### src/sv/pvu_pkg.sv
// PageRank vertex update unit: shared types and constants.
// Holds controller states, command/status structs, operand selects and
// register codes. No dependencies.
`timescale 1ns / 1ps

package pvu_pkg;

	// Field widths and fixed-point formats
	localparam int VW = 32;           // value width, Q16.16
	localparam int WW = 17;           // weight width, Q0.16 plus the bit for one
	localparam int WF = WW - 1;       // weight fraction bits
	localparam int FRAC_V = 16;       // value fraction bits
	localparam int DEG_W = 16;        // target in-degree width
	localparam int CFG_IW = 2;        // configuration index width
	localparam int DIV_STEPS = 33;    // quotient bits of the jump term
	localparam int DIV_CW = 6;        // divider step counter width

	localparam logic [WW-1:0] ONE_W = WW'(1) << WF;
	localparam logic [VW-1:0] VMAX = '1;
	// Out-weight limit of one plus one part in 1e5, truncated
	localparam logic [VW-1:0] OWS_LIMIT = VW'((1 << WF) + (1 << WF) / 100000);

	// Reset values of the configuration registers
	localparam logic [WW-1:0] JUMP_RESET = WW'(6554);
	localparam logic [VW-1:0] VCOUNT_RESET = VW'(1);
	localparam logic [VW-1:0] PREC_RESET = VW'(1);

	typedef enum logic [CFG_IW-1:0] {
		CFG_JUMP,
		CFG_VCOUNT,
		CFG_MODE,
		CFG_PREC
	} cfg_index_t;

	typedef enum logic [1:0] {
		MODE_RANDOM,
		MODE_ALWAYS,
		MODE_DEGREE,
		MODE_THRESH
	} sched_mode_t;

	typedef enum logic [4:0] {
		ST_IDLE,
		ST_DECODE,
		ST_IN_SELF,
		ST_IN_EDGE,
		ST_IN_ACC,
		ST_T_LO,
		ST_T_HI,
		ST_T_ADD,
		ST_DIV_WAIT,
		ST_RES,
		ST_CMP0_ISSUE,
		ST_CMP0_EVAL,
		ST_AS_ISSUE,
		ST_AD_ISSUE,
		ST_M_ISSUE,
		ST_RHS_ISSUE,
		ST_CMP2_EVAL,
		ST_PRI_TAKE,
		ST_RESULT
	} pvu_state_t;

	// Operand pairs of the shared multiplier
	typedef enum logic [3:0] {
		MUL_SELF,    // self weight * old value
		MUL_EDGE,    // edge weight * source value
		MUL_T_LO,    // (one - jump) * edge sum low word
		MUL_T_HI,    // (one - jump) * edge sum high word
		MUL_RND_P,   // random draw * precision
		MUL_R_EW,    // residual * edge weight
		MUL_AS,      // (one - jump) * target self weight
		MUL_AD,      // (one - jump) * target in-degree
		MUL_M,       // previous product * residual
		MUL_RHS      // (full - as) * precision
	} mul_sel_t;

	typedef enum logic [1:0] {
		ES_HOLD,
		ES_LOAD,
		ES_ACC
	} es_op_t;

	typedef enum logic [1:0] {
		T_HOLD,
		T_LOAD,
		T_ADD
	} t_op_t;

	typedef enum logic [1:0] {
		SCH_HOLD,
		SCH_MODE0,
		SCH_MODE2
	} sch_op_t;

	typedef struct packed {
		logic        cap_item;
		mul_sel_t    mul_sel;
		es_op_t      es_op;
		logic        ld_first;
		t_op_t       t_op;
		logic        div_start;
		logic        ld_nv;
		logic        ld_res;
		logic        upd_ows;
		logic        cap_as;
		logic        cap_m;
		sch_op_t     sch_op;
		logic        ld_pri;
		logic        load_out;
	} pvu_cmd_t;

	typedef struct packed {
		logic        is_out;
		logic        first;
		logic        last;
		sched_mode_t mode;
		logic        div_done;
	} pvu_status_t;

endpackage

### src/sv/pvu_div.sv
// Restoring divider for the jump term, one quotient bit per cycle.
// Depends on pvu_pkg.
`timescale 1ns / 1ps

module pvu_div
	import pvu_pkg::*;
(
	input  logic                 clk,
	input  logic                 arst_n,
	input  logic                 start,
	input  logic [DIV_STEPS-1:0] dividend,
	input  logic [VW-1:0]        divisor,
	output logic [DIV_STEPS-1:0] quotient,
	output logic                 done
);

	logic [DIV_CW-1:0]    cnt_q;
	logic                 busy_q;
	logic                 done_q;
	logic [VW:0]          rem_q;
	logic [DIV_STEPS-1:0] quo_q;
	logic [VW:0]          rem_sh;
	logic                 ge;

	// Shift one dividend bit into the remainder and try the subtract
	always_comb begin
		rem_sh = {rem_q[VW-1:0], quo_q[DIV_STEPS-1]};
		ge = rem_sh >= {1'b0, divisor};
	end

	// Step control
	always_ff @(posedge clk or negedge arst_n) begin
		if (!arst_n) begin
			cnt_q <= '0;
			busy_q <= 1'b0;
			done_q <= 1'b0;
		end else if (start) begin
			cnt_q <= DIV_CW'(DIV_STEPS);
			busy_q <= 1'b1;
			done_q <= 1'b0;
		end else if (busy_q) begin
			cnt_q <= cnt_q - 1'b1;
			if (cnt_q == DIV_CW'(1)) begin
				busy_q <= 1'b0;
				done_q <= 1'b1;
			end
		end
	end

	// Remainder and quotient
	always_ff @(posedge clk) begin
		if (start) begin
			rem_q <= '0;
			quo_q <= dividend;
		end else if (busy_q) begin
			rem_q <= ge ? rem_sh - {1'b0, divisor} : rem_sh;
			quo_q <= {quo_q[DIV_STEPS-2:0], ge};
		end
	end

	assign quotient = quo_q;
	assign done = done_q;

endmodule

### src/sv/pvu_ctrl.sv
// Controller of the PageRank vertex update unit: sequences the datapath
// one item at a time and owns the handshakes. Depends on pvu_pkg.
`timescale 1ns / 1ps

module pvu_ctrl
	import pvu_pkg::*;
(
	input  logic        clk,
	input  logic        arst_n,
	input  logic        in_valid,
	output logic        in_ready,
	output logic        out_valid,
	input  logic        out_ready,
	input  pvu_status_t status,
	output pvu_cmd_t    ctl
);

	pvu_state_t state_q, state_d;
	logic       out_valid_q;

	// State and result valid registers
	always_ff @(posedge clk or negedge arst_n) begin
		if (!arst_n) begin
			state_q <= ST_IDLE;
			out_valid_q <= 1'b0;
		end else begin
			state_q <= state_d;
			if (ctl.load_out)
				out_valid_q <= 1'b1;
			else if (out_ready)
				out_valid_q <= 1'b0;
		end
	end

	// Next state and commands
	always_comb begin
		state_d = state_q;
		ctl = '0;
		ctl.mul_sel = MUL_EDGE;
		in_ready = 1'b0;
		unique case (state_q)
			ST_IDLE: begin
				in_ready = 1'b1;
				if (in_valid) begin
					ctl.cap_item = 1'b1;
					state_d = ST_DECODE;
				end
			end
			ST_DECODE: begin
				if (!status.is_out) begin
					ctl.div_start = status.last;
					state_d = status.first ? ST_IN_SELF : ST_IN_EDGE;
				end else begin
					ctl.upd_ows = 1'b1;
					unique case (status.mode)
						MODE_RANDOM: state_d = ST_CMP0_ISSUE;
						MODE_DEGREE: state_d = ST_AS_ISSUE;
						MODE_ALWAYS, MODE_THRESH: state_d = ST_RESULT;
						default: state_d = ST_RESULT;
					endcase
				end
			end
			ST_IN_SELF: begin
				ctl.mul_sel = MUL_SELF;
				state_d = ST_IN_EDGE;
			end
			ST_IN_EDGE: begin
				ctl.mul_sel = MUL_EDGE;
				if (status.first) begin
					ctl.es_op = ES_LOAD;
					ctl.ld_first = 1'b1;
				end
				state_d = ST_IN_ACC;
			end
			ST_IN_ACC: begin
				ctl.es_op = ES_ACC;
				state_d = status.last ? ST_T_LO : ST_RESULT;
			end
			ST_T_LO: begin
				ctl.mul_sel = MUL_T_LO;
				state_d = ST_T_HI;
			end
			ST_T_HI: begin
				ctl.mul_sel = MUL_T_HI;
				ctl.t_op = T_LOAD;
				state_d = ST_T_ADD;
			end
			ST_T_ADD: begin
				ctl.t_op = T_ADD;
				state_d = ST_DIV_WAIT;
			end
			ST_DIV_WAIT: begin
				if (status.div_done) begin
					ctl.ld_nv = 1'b1;
					state_d = ST_RES;
				end
			end
			ST_RES: begin
				ctl.ld_res = 1'b1;
				state_d = ST_RESULT;
			end
			ST_CMP0_ISSUE: begin
				ctl.mul_sel = MUL_RND_P;
				state_d = ST_CMP0_EVAL;
			end
			ST_CMP0_EVAL: begin
				ctl.sch_op = SCH_MODE0;
				ctl.mul_sel = MUL_R_EW;
				state_d = ST_PRI_TAKE;
			end
			ST_AS_ISSUE: begin
				ctl.mul_sel = MUL_AS;
				state_d = ST_AD_ISSUE;
			end
			ST_AD_ISSUE: begin
				ctl.cap_as = 1'b1;
				ctl.mul_sel = MUL_AD;
				state_d = ST_M_ISSUE;
			end
			ST_M_ISSUE: begin
				ctl.mul_sel = MUL_M;
				state_d = ST_RHS_ISSUE;
			end
			ST_RHS_ISSUE: begin
				ctl.cap_m = 1'b1;
				ctl.mul_sel = MUL_RHS;
				state_d = ST_CMP2_EVAL;
			end
			ST_CMP2_EVAL: begin
				ctl.sch_op = SCH_MODE2;
				ctl.mul_sel = MUL_R_EW;
				state_d = ST_PRI_TAKE;
			end
			ST_PRI_TAKE: begin
				ctl.ld_pri = 1'b1;
				state_d = ST_RESULT;
			end
			ST_RESULT: begin
				// hold until the output register is free
				if (!out_valid_q || out_ready) begin
					ctl.load_out = 1'b1;
					state_d = ST_IDLE;
				end
			end
			default: state_d = ST_IDLE;
		endcase
	end

	assign out_valid = out_valid_q;

endmodule

### src/sv/pvu_dpath.sv
// Datapath of the PageRank vertex update unit: configuration registers,
// vertex state, shared multiplier, jump divider and result register.
// Depends on pvu_pkg and pvu_div.
`timescale 1ns / 1ps

module pvu_dpath
	import pvu_pkg::*;
(
	input  logic              clk,
	input  logic              arst_n,
	input  pvu_cmd_t          ctl,
	output pvu_status_t       status,
	input  logic              cfg_we,
	input  logic [CFG_IW-1:0] cfg_index,
	input  logic [VW-1:0]     cfg_data,
	input  logic              cmd,
	input  logic              first,
	input  logic              last,
	input  logic [VW-1:0]     vertex_value,
	input  logic [WW-1:0]     self_weight,
	input  logic [WW-1:0]     edge_weight,
	input  logic [VW-1:0]     source_value,
	input  logic [WW-1:0]     random_draw,
	input  logic [DEG_W-1:0]  target_in_degree,
	input  logic [WW-1:0]     target_self_weight,
	output logic [VW-1:0]     new_value,
	output logic              schedule_target,
	output logic [VW-1:0]     residual,
	output logic [VW-1:0]     priority_res,
	output logic              weight_error
);

	// Configuration
	logic [WW-1:0] jump_q;
	logic [VW-1:0] vcount_q;
	sched_mode_t   mode_q;
	logic [VW-1:0] prec_q;

	// Captured item
	logic             item_cmd_q, item_first_q, item_last_q;
	logic [VW-1:0]    item_vv_q, item_sv_q;
	logic [WW-1:0]    item_sw_q, item_ew_q, item_rnd_q, item_tsw_q;
	logic [DEG_W-1:0] item_deg_q;

	// Vertex state
	logic [63:0]   es_q;
	logic [VW-1:0] old_q, cur_value_q, cur_res_q, ows_q;

	// Working registers
	logic [64:0]   prod_s1;
	logic [80:0]   t_q;
	logic [VW-1:0] nv_q, pri_q;
	logic [32:0]   as_q;
	logic          as_big_q;
	logic [63:0]   m_q;
	logic          sched_q;

	logic [WW-1:0]        jump_c, a_w;
	logic [VW-1:0]        divisor;
	logic [DIV_STEPS-1:0] jt;
	logic                 div_done;
	logic [32:0]          mul_a;
	logic [VW-1:0]        mul_b;
	logic [64:0]          es_sum, nv_sum;
	logic [VW:0]          ows_sum;
	logic                 sched_f, werr_f;
	logic [VW-1:0]        pri_f;

	// Clamp the jump to one and the vertex count to at least one
	always_comb begin
		jump_c = (jump_q > ONE_W) ? ONE_W : jump_q;
		a_w = ONE_W - jump_c;
		divisor = (vcount_q == '0) ? VW'(1) : vcount_q;
	end

	pvu_div u_div (
		.clk      (clk),
		.arst_n   (arst_n),
		.start    (ctl.div_start),
		.dividend ({jump_c, FRAC_V'(0)}),
		.divisor  (divisor),
		.quotient (jt),
		.done     (div_done)
	);

	// Configuration writes
	always_ff @(posedge clk or negedge arst_n) begin
		if (!arst_n) begin
			jump_q <= JUMP_RESET;
			vcount_q <= VCOUNT_RESET;
			mode_q <= MODE_RANDOM;
			prec_q <= PREC_RESET;
		end else if (cfg_we) begin
			unique case (cfg_index_t'(cfg_index))
				CFG_JUMP:   jump_q <= cfg_data[WW-1:0];
				CFG_VCOUNT: vcount_q <= cfg_data;
				CFG_MODE:   mode_q <= sched_mode_t'(cfg_data[1:0]);
				CFG_PREC:   prec_q <= cfg_data;
				default:    prec_q <= prec_q;
			endcase
		end
	end

	// Capture the accepted item
	always_ff @(posedge clk) begin
		if (ctl.cap_item) begin
			item_cmd_q <= cmd;
			item_first_q <= first;
			item_last_q <= last;
			item_vv_q <= vertex_value;
			item_sw_q <= self_weight;
			item_ew_q <= edge_weight;
			item_sv_q <= source_value;
			item_rnd_q <= random_draw;
			item_deg_q <= target_in_degree;
			item_tsw_q <= target_self_weight;
		end
	end

	// Select multiplier operands
	always_comb begin
		mul_a = '0;
		mul_b = '0;
		unique case (ctl.mul_sel)
			MUL_SELF:  begin mul_a = 33'(item_sw_q);  mul_b = item_vv_q; end
			MUL_EDGE:  begin mul_a = 33'(item_ew_q);  mul_b = item_sv_q; end
			MUL_T_LO:  begin mul_a = 33'(a_w);        mul_b = es_q[31:0]; end
			MUL_T_HI:  begin mul_a = 33'(a_w);        mul_b = es_q[63:32]; end
			MUL_RND_P: begin mul_a = 33'(item_rnd_q); mul_b = prec_q; end
			MUL_R_EW:  begin mul_a = 33'(item_ew_q);  mul_b = cur_res_q; end
			MUL_AS:    begin mul_a = 33'(a_w);        mul_b = VW'(item_tsw_q); end
			MUL_AD:    begin mul_a = 33'(a_w);        mul_b = VW'(item_deg_q); end
			MUL_M:     begin mul_a = prod_s1[32:0];   mul_b = cur_res_q; end
			MUL_RHS:   begin mul_a = 33'h1_0000_0000 - as_q; mul_b = prec_q; end
			default:   begin mul_a = '0;              mul_b = '0; end
		endcase
	end

	// Registered product
	always_ff @(posedge clk) begin
		prod_s1 <= 65'(mul_a) * 65'(mul_b);
	end

	// Saturating sums and the new value
	always_comb begin
		es_sum = {1'b0, es_q} + prod_s1;
		ows_sum = {1'b0, ows_q} + (VW + 1)'(item_ew_q);
		nv_sum = {1'b0, t_q[79:16]} + 65'(jt);
	end

	// Vertex state
	always_ff @(posedge clk or negedge arst_n) begin
		if (!arst_n) begin
			es_q <= '0;
			old_q <= '0;
			cur_value_q <= '0;
			cur_res_q <= '0;
			ows_q <= '0;
		end else begin
			unique case (ctl.es_op)
				ES_LOAD: es_q <= prod_s1[63:0];
				ES_ACC:  es_q <= es_sum[64] ? '1 : es_sum[63:0];
				default: es_q <= es_q;
			endcase
			if (ctl.ld_first)
				old_q <= item_vv_q;
			if (ctl.ld_res) begin
				cur_value_q <= nv_q;
				cur_res_q <= (nv_q > old_q) ? nv_q - old_q : old_q - nv_q;
			end
			// clear on a first or last in-edge and after a last out-edge
			if (ctl.ld_first || ctl.ld_res || (ctl.load_out && item_cmd_q && item_last_q))
				ows_q <= '0;
			else if (ctl.upd_ows)
				ows_q <= ows_sum[VW] ? VMAX : ows_sum[VW-1:0];
		end
	end

	// Working registers of the long sequences
	always_ff @(posedge clk) begin
		unique case (ctl.t_op)
			T_LOAD:  t_q <= 81'(prod_s1);
			T_ADD:   t_q <= t_q + {prod_s1[48:0], 32'b0};
			default: t_q <= t_q;
		endcase
		if (ctl.ld_nv)
			nv_q <= (nv_sum[64:48] != '0) ? VMAX : nv_sum[47:16];
		if (ctl.cap_as) begin
			as_q <= prod_s1[32:0];
			as_big_q <= prod_s1[64:32] != '0;
		end
		if (ctl.cap_m)
			m_q <= prod_s1[63:0];
		unique case (ctl.sch_op)
			SCH_MODE0: sched_q <= {17'b0, cur_res_q, 16'b0} >= prod_s1;
			SCH_MODE2: sched_q <= as_big_q || ({1'b0, m_q, 16'b0} >= {16'b0, prod_s1});
			default:   sched_q <= sched_q;
		endcase
		if (ctl.ld_pri)
			pri_q <= (prod_s1[64:48] != '0) ? VMAX : prod_s1[47:16];
	end

	// Out-edge decision
	always_comb begin
		unique case (mode_q)
			MODE_ALWAYS: sched_f = 1'b1;
			MODE_THRESH: sched_f = cur_res_q > prec_q;
			default:     sched_f = sched_q;
		endcase
		if (!sched_f)
			pri_f = '0;
		else if (mode_q == MODE_ALWAYS || mode_q == MODE_THRESH)
			pri_f = cur_res_q;
		else
			pri_f = pri_q;
		werr_f = item_last_q && (ows_q > OWS_LIMIT);
	end

	// Result register
	always_ff @(posedge clk) begin
		if (ctl.load_out) begin
			if (!item_cmd_q) begin
				new_value <= item_last_q ? cur_value_q : '0;
				residual <= item_last_q ? cur_res_q : '0;
				schedule_target <= 1'b0;
				priority_res <= '0;
				weight_error <= 1'b0;
			end else begin
				new_value <= '0;
				residual <= '0;
				schedule_target <= sched_f;
				priority_res <= pri_f;
				weight_error <= werr_f;
			end
		end
	end

	assign status.is_out = item_cmd_q;
	assign status.first = item_first_q;
	assign status.last = item_last_q;
	assign status.mode = mode_q;
	assign status.div_done = div_done;

endmodule

### src/sv/pagerank_vertex_update_unit.sv
// Top level of the PageRank vertex update unit with residual scheduling.
// Depends on pvu_pkg, pvu_ctrl and pvu_dpath.
//
// channel  handshake                  payload
// in       in_valid / in_ready        cmd .. target_self_weight
// out      out_valid / out_ready      new_value .. weight_error
// cfg      cfg_we                     cfg_index, cfg_data
//
// One item at a time: an in-edge passes the self (with first), edge and
// accumulate states, and a last in-edge then waits on the 33-step jump
// divider; an out-edge goes on to the result in modes 1 and 3 and passes
// through the one shared multiplier in modes 0 and 2. Reset clears the
// control, configuration and vertex state at once; no clearing pass. A
// stalled result waits in the output register while the next item is taken.
`timescale 1ns / 1ps

module pagerank_vertex_update_unit
	import pvu_pkg::*;
(
	input  logic              clk,
	input  logic              arst_n,
	input  logic              cfg_we,
	input  logic [CFG_IW-1:0] cfg_index,
	input  logic [VW-1:0]     cfg_data,
	input  logic              in_valid,
	output logic              in_ready,
	input  logic              cmd,
	input  logic              first,
	input  logic              last,
	input  logic [VW-1:0]     vertex_value,
	input  logic [WW-1:0]     self_weight,
	input  logic [WW-1:0]     edge_weight,
	input  logic [VW-1:0]     source_value,
	input  logic [WW-1:0]     random_draw,
	input  logic [DEG_W-1:0]  target_in_degree,
	input  logic [WW-1:0]     target_self_weight,
	output logic              out_valid,
	input  logic              out_ready,
	output logic [VW-1:0]     new_value,
	output logic [VW-1:0]     residual,
	output logic              schedule_target,
	output logic [VW-1:0]     priority_res,
	output logic              weight_error
);

	pvu_cmd_t    ctl;
	pvu_status_t status;

	pvu_ctrl u_ctrl (
		.clk       (clk),
		.arst_n    (arst_n),
		.in_valid  (in_valid),
		.in_ready  (in_ready),
		.out_valid (out_valid),
		.out_ready (out_ready),
		.status    (status),
		.ctl       (ctl)
	);

	pvu_dpath u_dpath (
		.clk                (clk),
		.arst_n             (arst_n),
		.ctl                (ctl),
		.status             (status),
		.cfg_we             (cfg_we),
		.cfg_index          (cfg_index),
		.cfg_data           (cfg_data),
		.cmd                (cmd),
		.first              (first),
		.last               (last),
		.vertex_value       (vertex_value),
		.self_weight        (self_weight),
		.edge_weight        (edge_weight),
		.source_value       (source_value),
		.random_draw        (random_draw),
		.target_in_degree   (target_in_degree),
		.target_self_weight (target_self_weight),
		.new_value          (new_value),
		.schedule_target    (schedule_target),
		.residual           (residual),
		.priority_res       (priority_res),
		.weight_error       (weight_error)
	);

endmodule
### config.mk
export PLATFORM = sky130hd
export DESIGN_NAME = pagerank_vertex_update_unit
export DESIGN_NICKNAME = d
export VERILOG_FILES = /design/src/sv/pvu_pkg.sv /design/src/sv/pvu_div.sv /design/src/sv/pvu_ctrl.sv /design/src/sv/pvu_dpath.sv /design/src/sv/pagerank_vertex_update_unit.sv
export SDC_FILE = /design/constraint.sdc
export NUM_CORES = 2
export LEC_CHECK = 0
export ABC_AREA = 0
export BUFFER_PORTS_ARGS = -buffer_cell sky130_fd_sc_hd__buf_2
export CORE_ASPECT_RATIO = 1.2
export CORE_UTILIZATION = 48
export DETAILED_ROUTE_END_ITERATION = 8
export PLACE_DENSITY = 0.73
export REMOVE_ABC_BUFFERS = 1
export SYNTH_ARGS = -nofsm -noshare
export SYNTH_HDL_FRONTEND = slang
export SYNTH_SLANG_ARGS = --single-unit
### constraint.sdc
create_clock -name clk -period 14.8 [get_ports clk]
set_clock_uncertainty 0.2 [all_clocks]
set_input_delay 0.74 -clock clk [delete_from_list [all_inputs] [get_ports clk]]
set_output_delay 0.74 -clock clk [all_outputs]
set_load 0.01 [all_outputs]
==> out/qor.yml <==
tns_ps: 0
synth_mux_area_frac: 0.0257
synth_top_family_by_area: "adder cells"
coreArea_mm2: 0.175
fmax_mhz: 81.8
synth_area_mm2: 0.0847
slowest_stage: "a221oi_1"
ys_seq_area_frac: 0.287
endpoint_kind: "flop"
postSynthCellCount: 9008
hold_depth: 1
async_flop_share: 0.323
dpl_cell_area_mm2: 0.0889
rows: 168
ios: 290
cpMostUsedCell: "fa_1"
synth_warnings: 0
grt_max_degree: 100
antenna_found_initial: 21
routedWlPerCell_um: 27.1
vias: 70800
cts_inserted_buffers: 97
worst-setup-path-type: "flop to flop"
setup_viol: 0
netlist.area_leader.share: 0.220
ys_ff_latch: 895
rr_worst_depth: 31
hold_path.class: "input port to flop"
hold_end: "u_dpath.item_last_q$_DFFE_PP_"
crit_arrival_ps: 12690
yosys.area_share.adder: 0.315
min_period_over_period: 0.826
htree_levels: 3
rrSetupSlack_ps: 2570
cts_buffer_depth: 3
die_h_um: 462
nets: 11000
synth-edff-count: 493
clock_latency_ps: 740
synthTopCellsByArea: "fa_1, edfxtp_1, ha_1"
synth_top_area_cell: "fa_1"
slew_headroom: 0.0225
dpl.hpwl_um: 249000
cts-resized-gates: 0
antenna_left: 0
post-route-cell-area_mm2: 0.0938
port_buffers: 289
dr.pass1.iters: 9
detail_route.wirelength_um: 316000
grt-ovfl-total: 0
cts_root_buffer: "clkbuf_16"
drv_cap: 0
gp_congestion: 1.10
fillers: 15700
hold_start: "last"
rr_endpoint: "u_dpath.prod_s1[63]$_DFF_P_"
rsz0062_at_grt: "false"
final_hold_viol_count: 0
synthSimpleGateAreaFrac: 0.140
cp.required_ps: 15270
synth_xor_area_frac: 0.0306
die_x_um: 386
ys.flop_type: "edfxtp_1"
slew_viol_final: 0
startpoint_type: "flop"
crit_fanout: 45
drive_above_1_share: 0.0917
synth_compound_area_frac: 0.127
vias_per_cell: 6.07
status: "complete, no violations"
avgSynthCellArea_um2: 9.40
drc: 0
drt_iter0_markers: 7723
tightest_slew_ps: 1470
grt_pass1_wl_um: 458000
start_util: 0.484
fin_crit_ps: 12230
cpPeakStageDelay_ps: 1200
cts_sinks: 895
r2r-start: "u_ctrl.state_q[3]$_DFFE_PN0P_"
synth_cell_type_count: 95
clkSlewWorstSetupHoldPaths_ps: 60
syn_to_final_growth_pct: 10.7
gr-usage-all-layers: 0.353
die-area_mm2: 0.178
grt_pass1_vias: 71100
cts_tree: "built"
-- repair_timing --
item / 4_1_cts / 5_1_grt
hold buffers: 147 / 0
endpoints found under the hold margin: 243 / 0
buffers inserted: 0 / 0
-- worst max-delay path: cells and delay by family (launching register included) --
kind            cells  cell delay, ps
fa+ha+maj           9            4650
simple gates        6            1590
xor+xnor            1             160
flops               1             740
compound gates     11            4070
buf+inv             4             740
-- cell usage after synthesis, drive strengths merged (96+ instances only) --
cell	number
edfxtp	493
dfxtp	113
mux2	121
xnor2	190
ha	641
o21ai	474
a21o	165
inv	1240
a21oi	440
xor2	106
fa	932
nand3	98
nand4	96
dfrtp	280
nor2	772
clkbuf	362
and2	107
nand2	1197
-- state kept, by name, summed over array words and instances, names as in the netlist, 33 cells and up --
signal,flops
u_dpath.as_q,33
u_dpath.es_q,64
u_dpath.m_q,64
u_dpath.prod_s1,65
u_dpath.t_q,64
u_dpath.u_div.quotient,33
-- final cells by class --
class | instances | area (µm²) | area share
repair buffers | 610 | 4230 | 0.0451
diodes | 12 | 30.0 | 0.000320
inverters | 1240 | 4660 | 0.0497
flip-flops and latches | 895 | 24300 | 0.259
clock inverters | 64 | 778 | 0.00830
multi-input cells | 6437 | 54300 | 0.579
clock buffers | 117 | 2630 | 0.0280
well taps | 2295 | 2870 | 0.0306
-- how the worst max path moves through the flow --
| stage | cells after the start | to | startpoint | slack [ps] |
|---|---|---|---|---|
| floorplan | 31 | u_dpath.prod_s1[49]$_DFF_P_ | u_ctrl.state_q[1]$_DFFE_PN0P_ | 3340 |
| global placement | 32 | u_dpath.prod_s1[63]$_DFF_P_ | u_ctrl.state_q[4]$_DFFE_PN0P_ | 3170 |
| detailed placement | 30 | u_dpath.prod_s1[63]$_DFF_P_ | u_ctrl.state_q[1]$_DFFE_PN0P_ | 2950 |
| CTS | 30 | u_dpath.prod_s1[63]$_DFF_P_ | u_ctrl.state_q[1]$_DFFE_PN0P_ | 2930 |
| global route | 30 | u_dpath.prod_s1[63]$_DFF_P_ | u_ctrl.state_q[1]$_DFFE_PN0P_ | 2240 |
| finish | 31 | u_dpath.prod_s1[63]$_DFF_P_ | u_ctrl.state_q[3]$_DFFE_PN0P_ | 2570 |
-- cells in the final DEF, fill, tap and decap left out, types with 103 or more instances in the layout --
master,instances
a21o_1,165
a21oi_1,438
and2_1,103
buf_2,289
buf_4,173
dfrtp_1,278
dfxtp_1,113
dlygate4sd3_1,147
edfxtp_1,493
fa_1,932
ha_1,638
inv_1,1239
mux2_2,121
nand2_1,1195
nor2_1,762
o21ai_0,458
xnor2_1,190
xor2_1,106
-- per-layer routing --
metal	wire length [µm]	GRT usage	vias to the layer above	share of wire
met5	115	0	-	0.00036
met4	27800	0.255	14	0.088
met3	36800	0.0966	1137	0.12
met2	137000	0.540	4199	0.43
met1	114000	0.427	34800	0.36
li1	-	-	30600	-
-- cell families (layout without fill, tap and decap cells) --
logic type / count (synthesis) / count (layout)
compound gates: 1684 / 1684
xor+xnor: 296 / 296
fa+ha+maj: 1573 / 1573
buf+inv: 1676 / 2031
flops: 895 / 895
mux: 202 / 202
other cells: 0 / 12
simple gates: 2682 / 2682
-- stage by stage --
step                      setup WS (ps)  hold slack (ps)  instances   util
final                              2570             51.6      11700  0.536
after detailed placement           2950              262      11300  0.508
after floorplan                    3340              242       8572      -
after global routing               2240             33.9      11700  0.536
after CTS                          2930             16.5      11700  0.536
after global placement             3170              255      11300  0.508
Power is not shown: default switching activity piles up to over one toggle a cycle in this logic, so the estimate is an artifact.
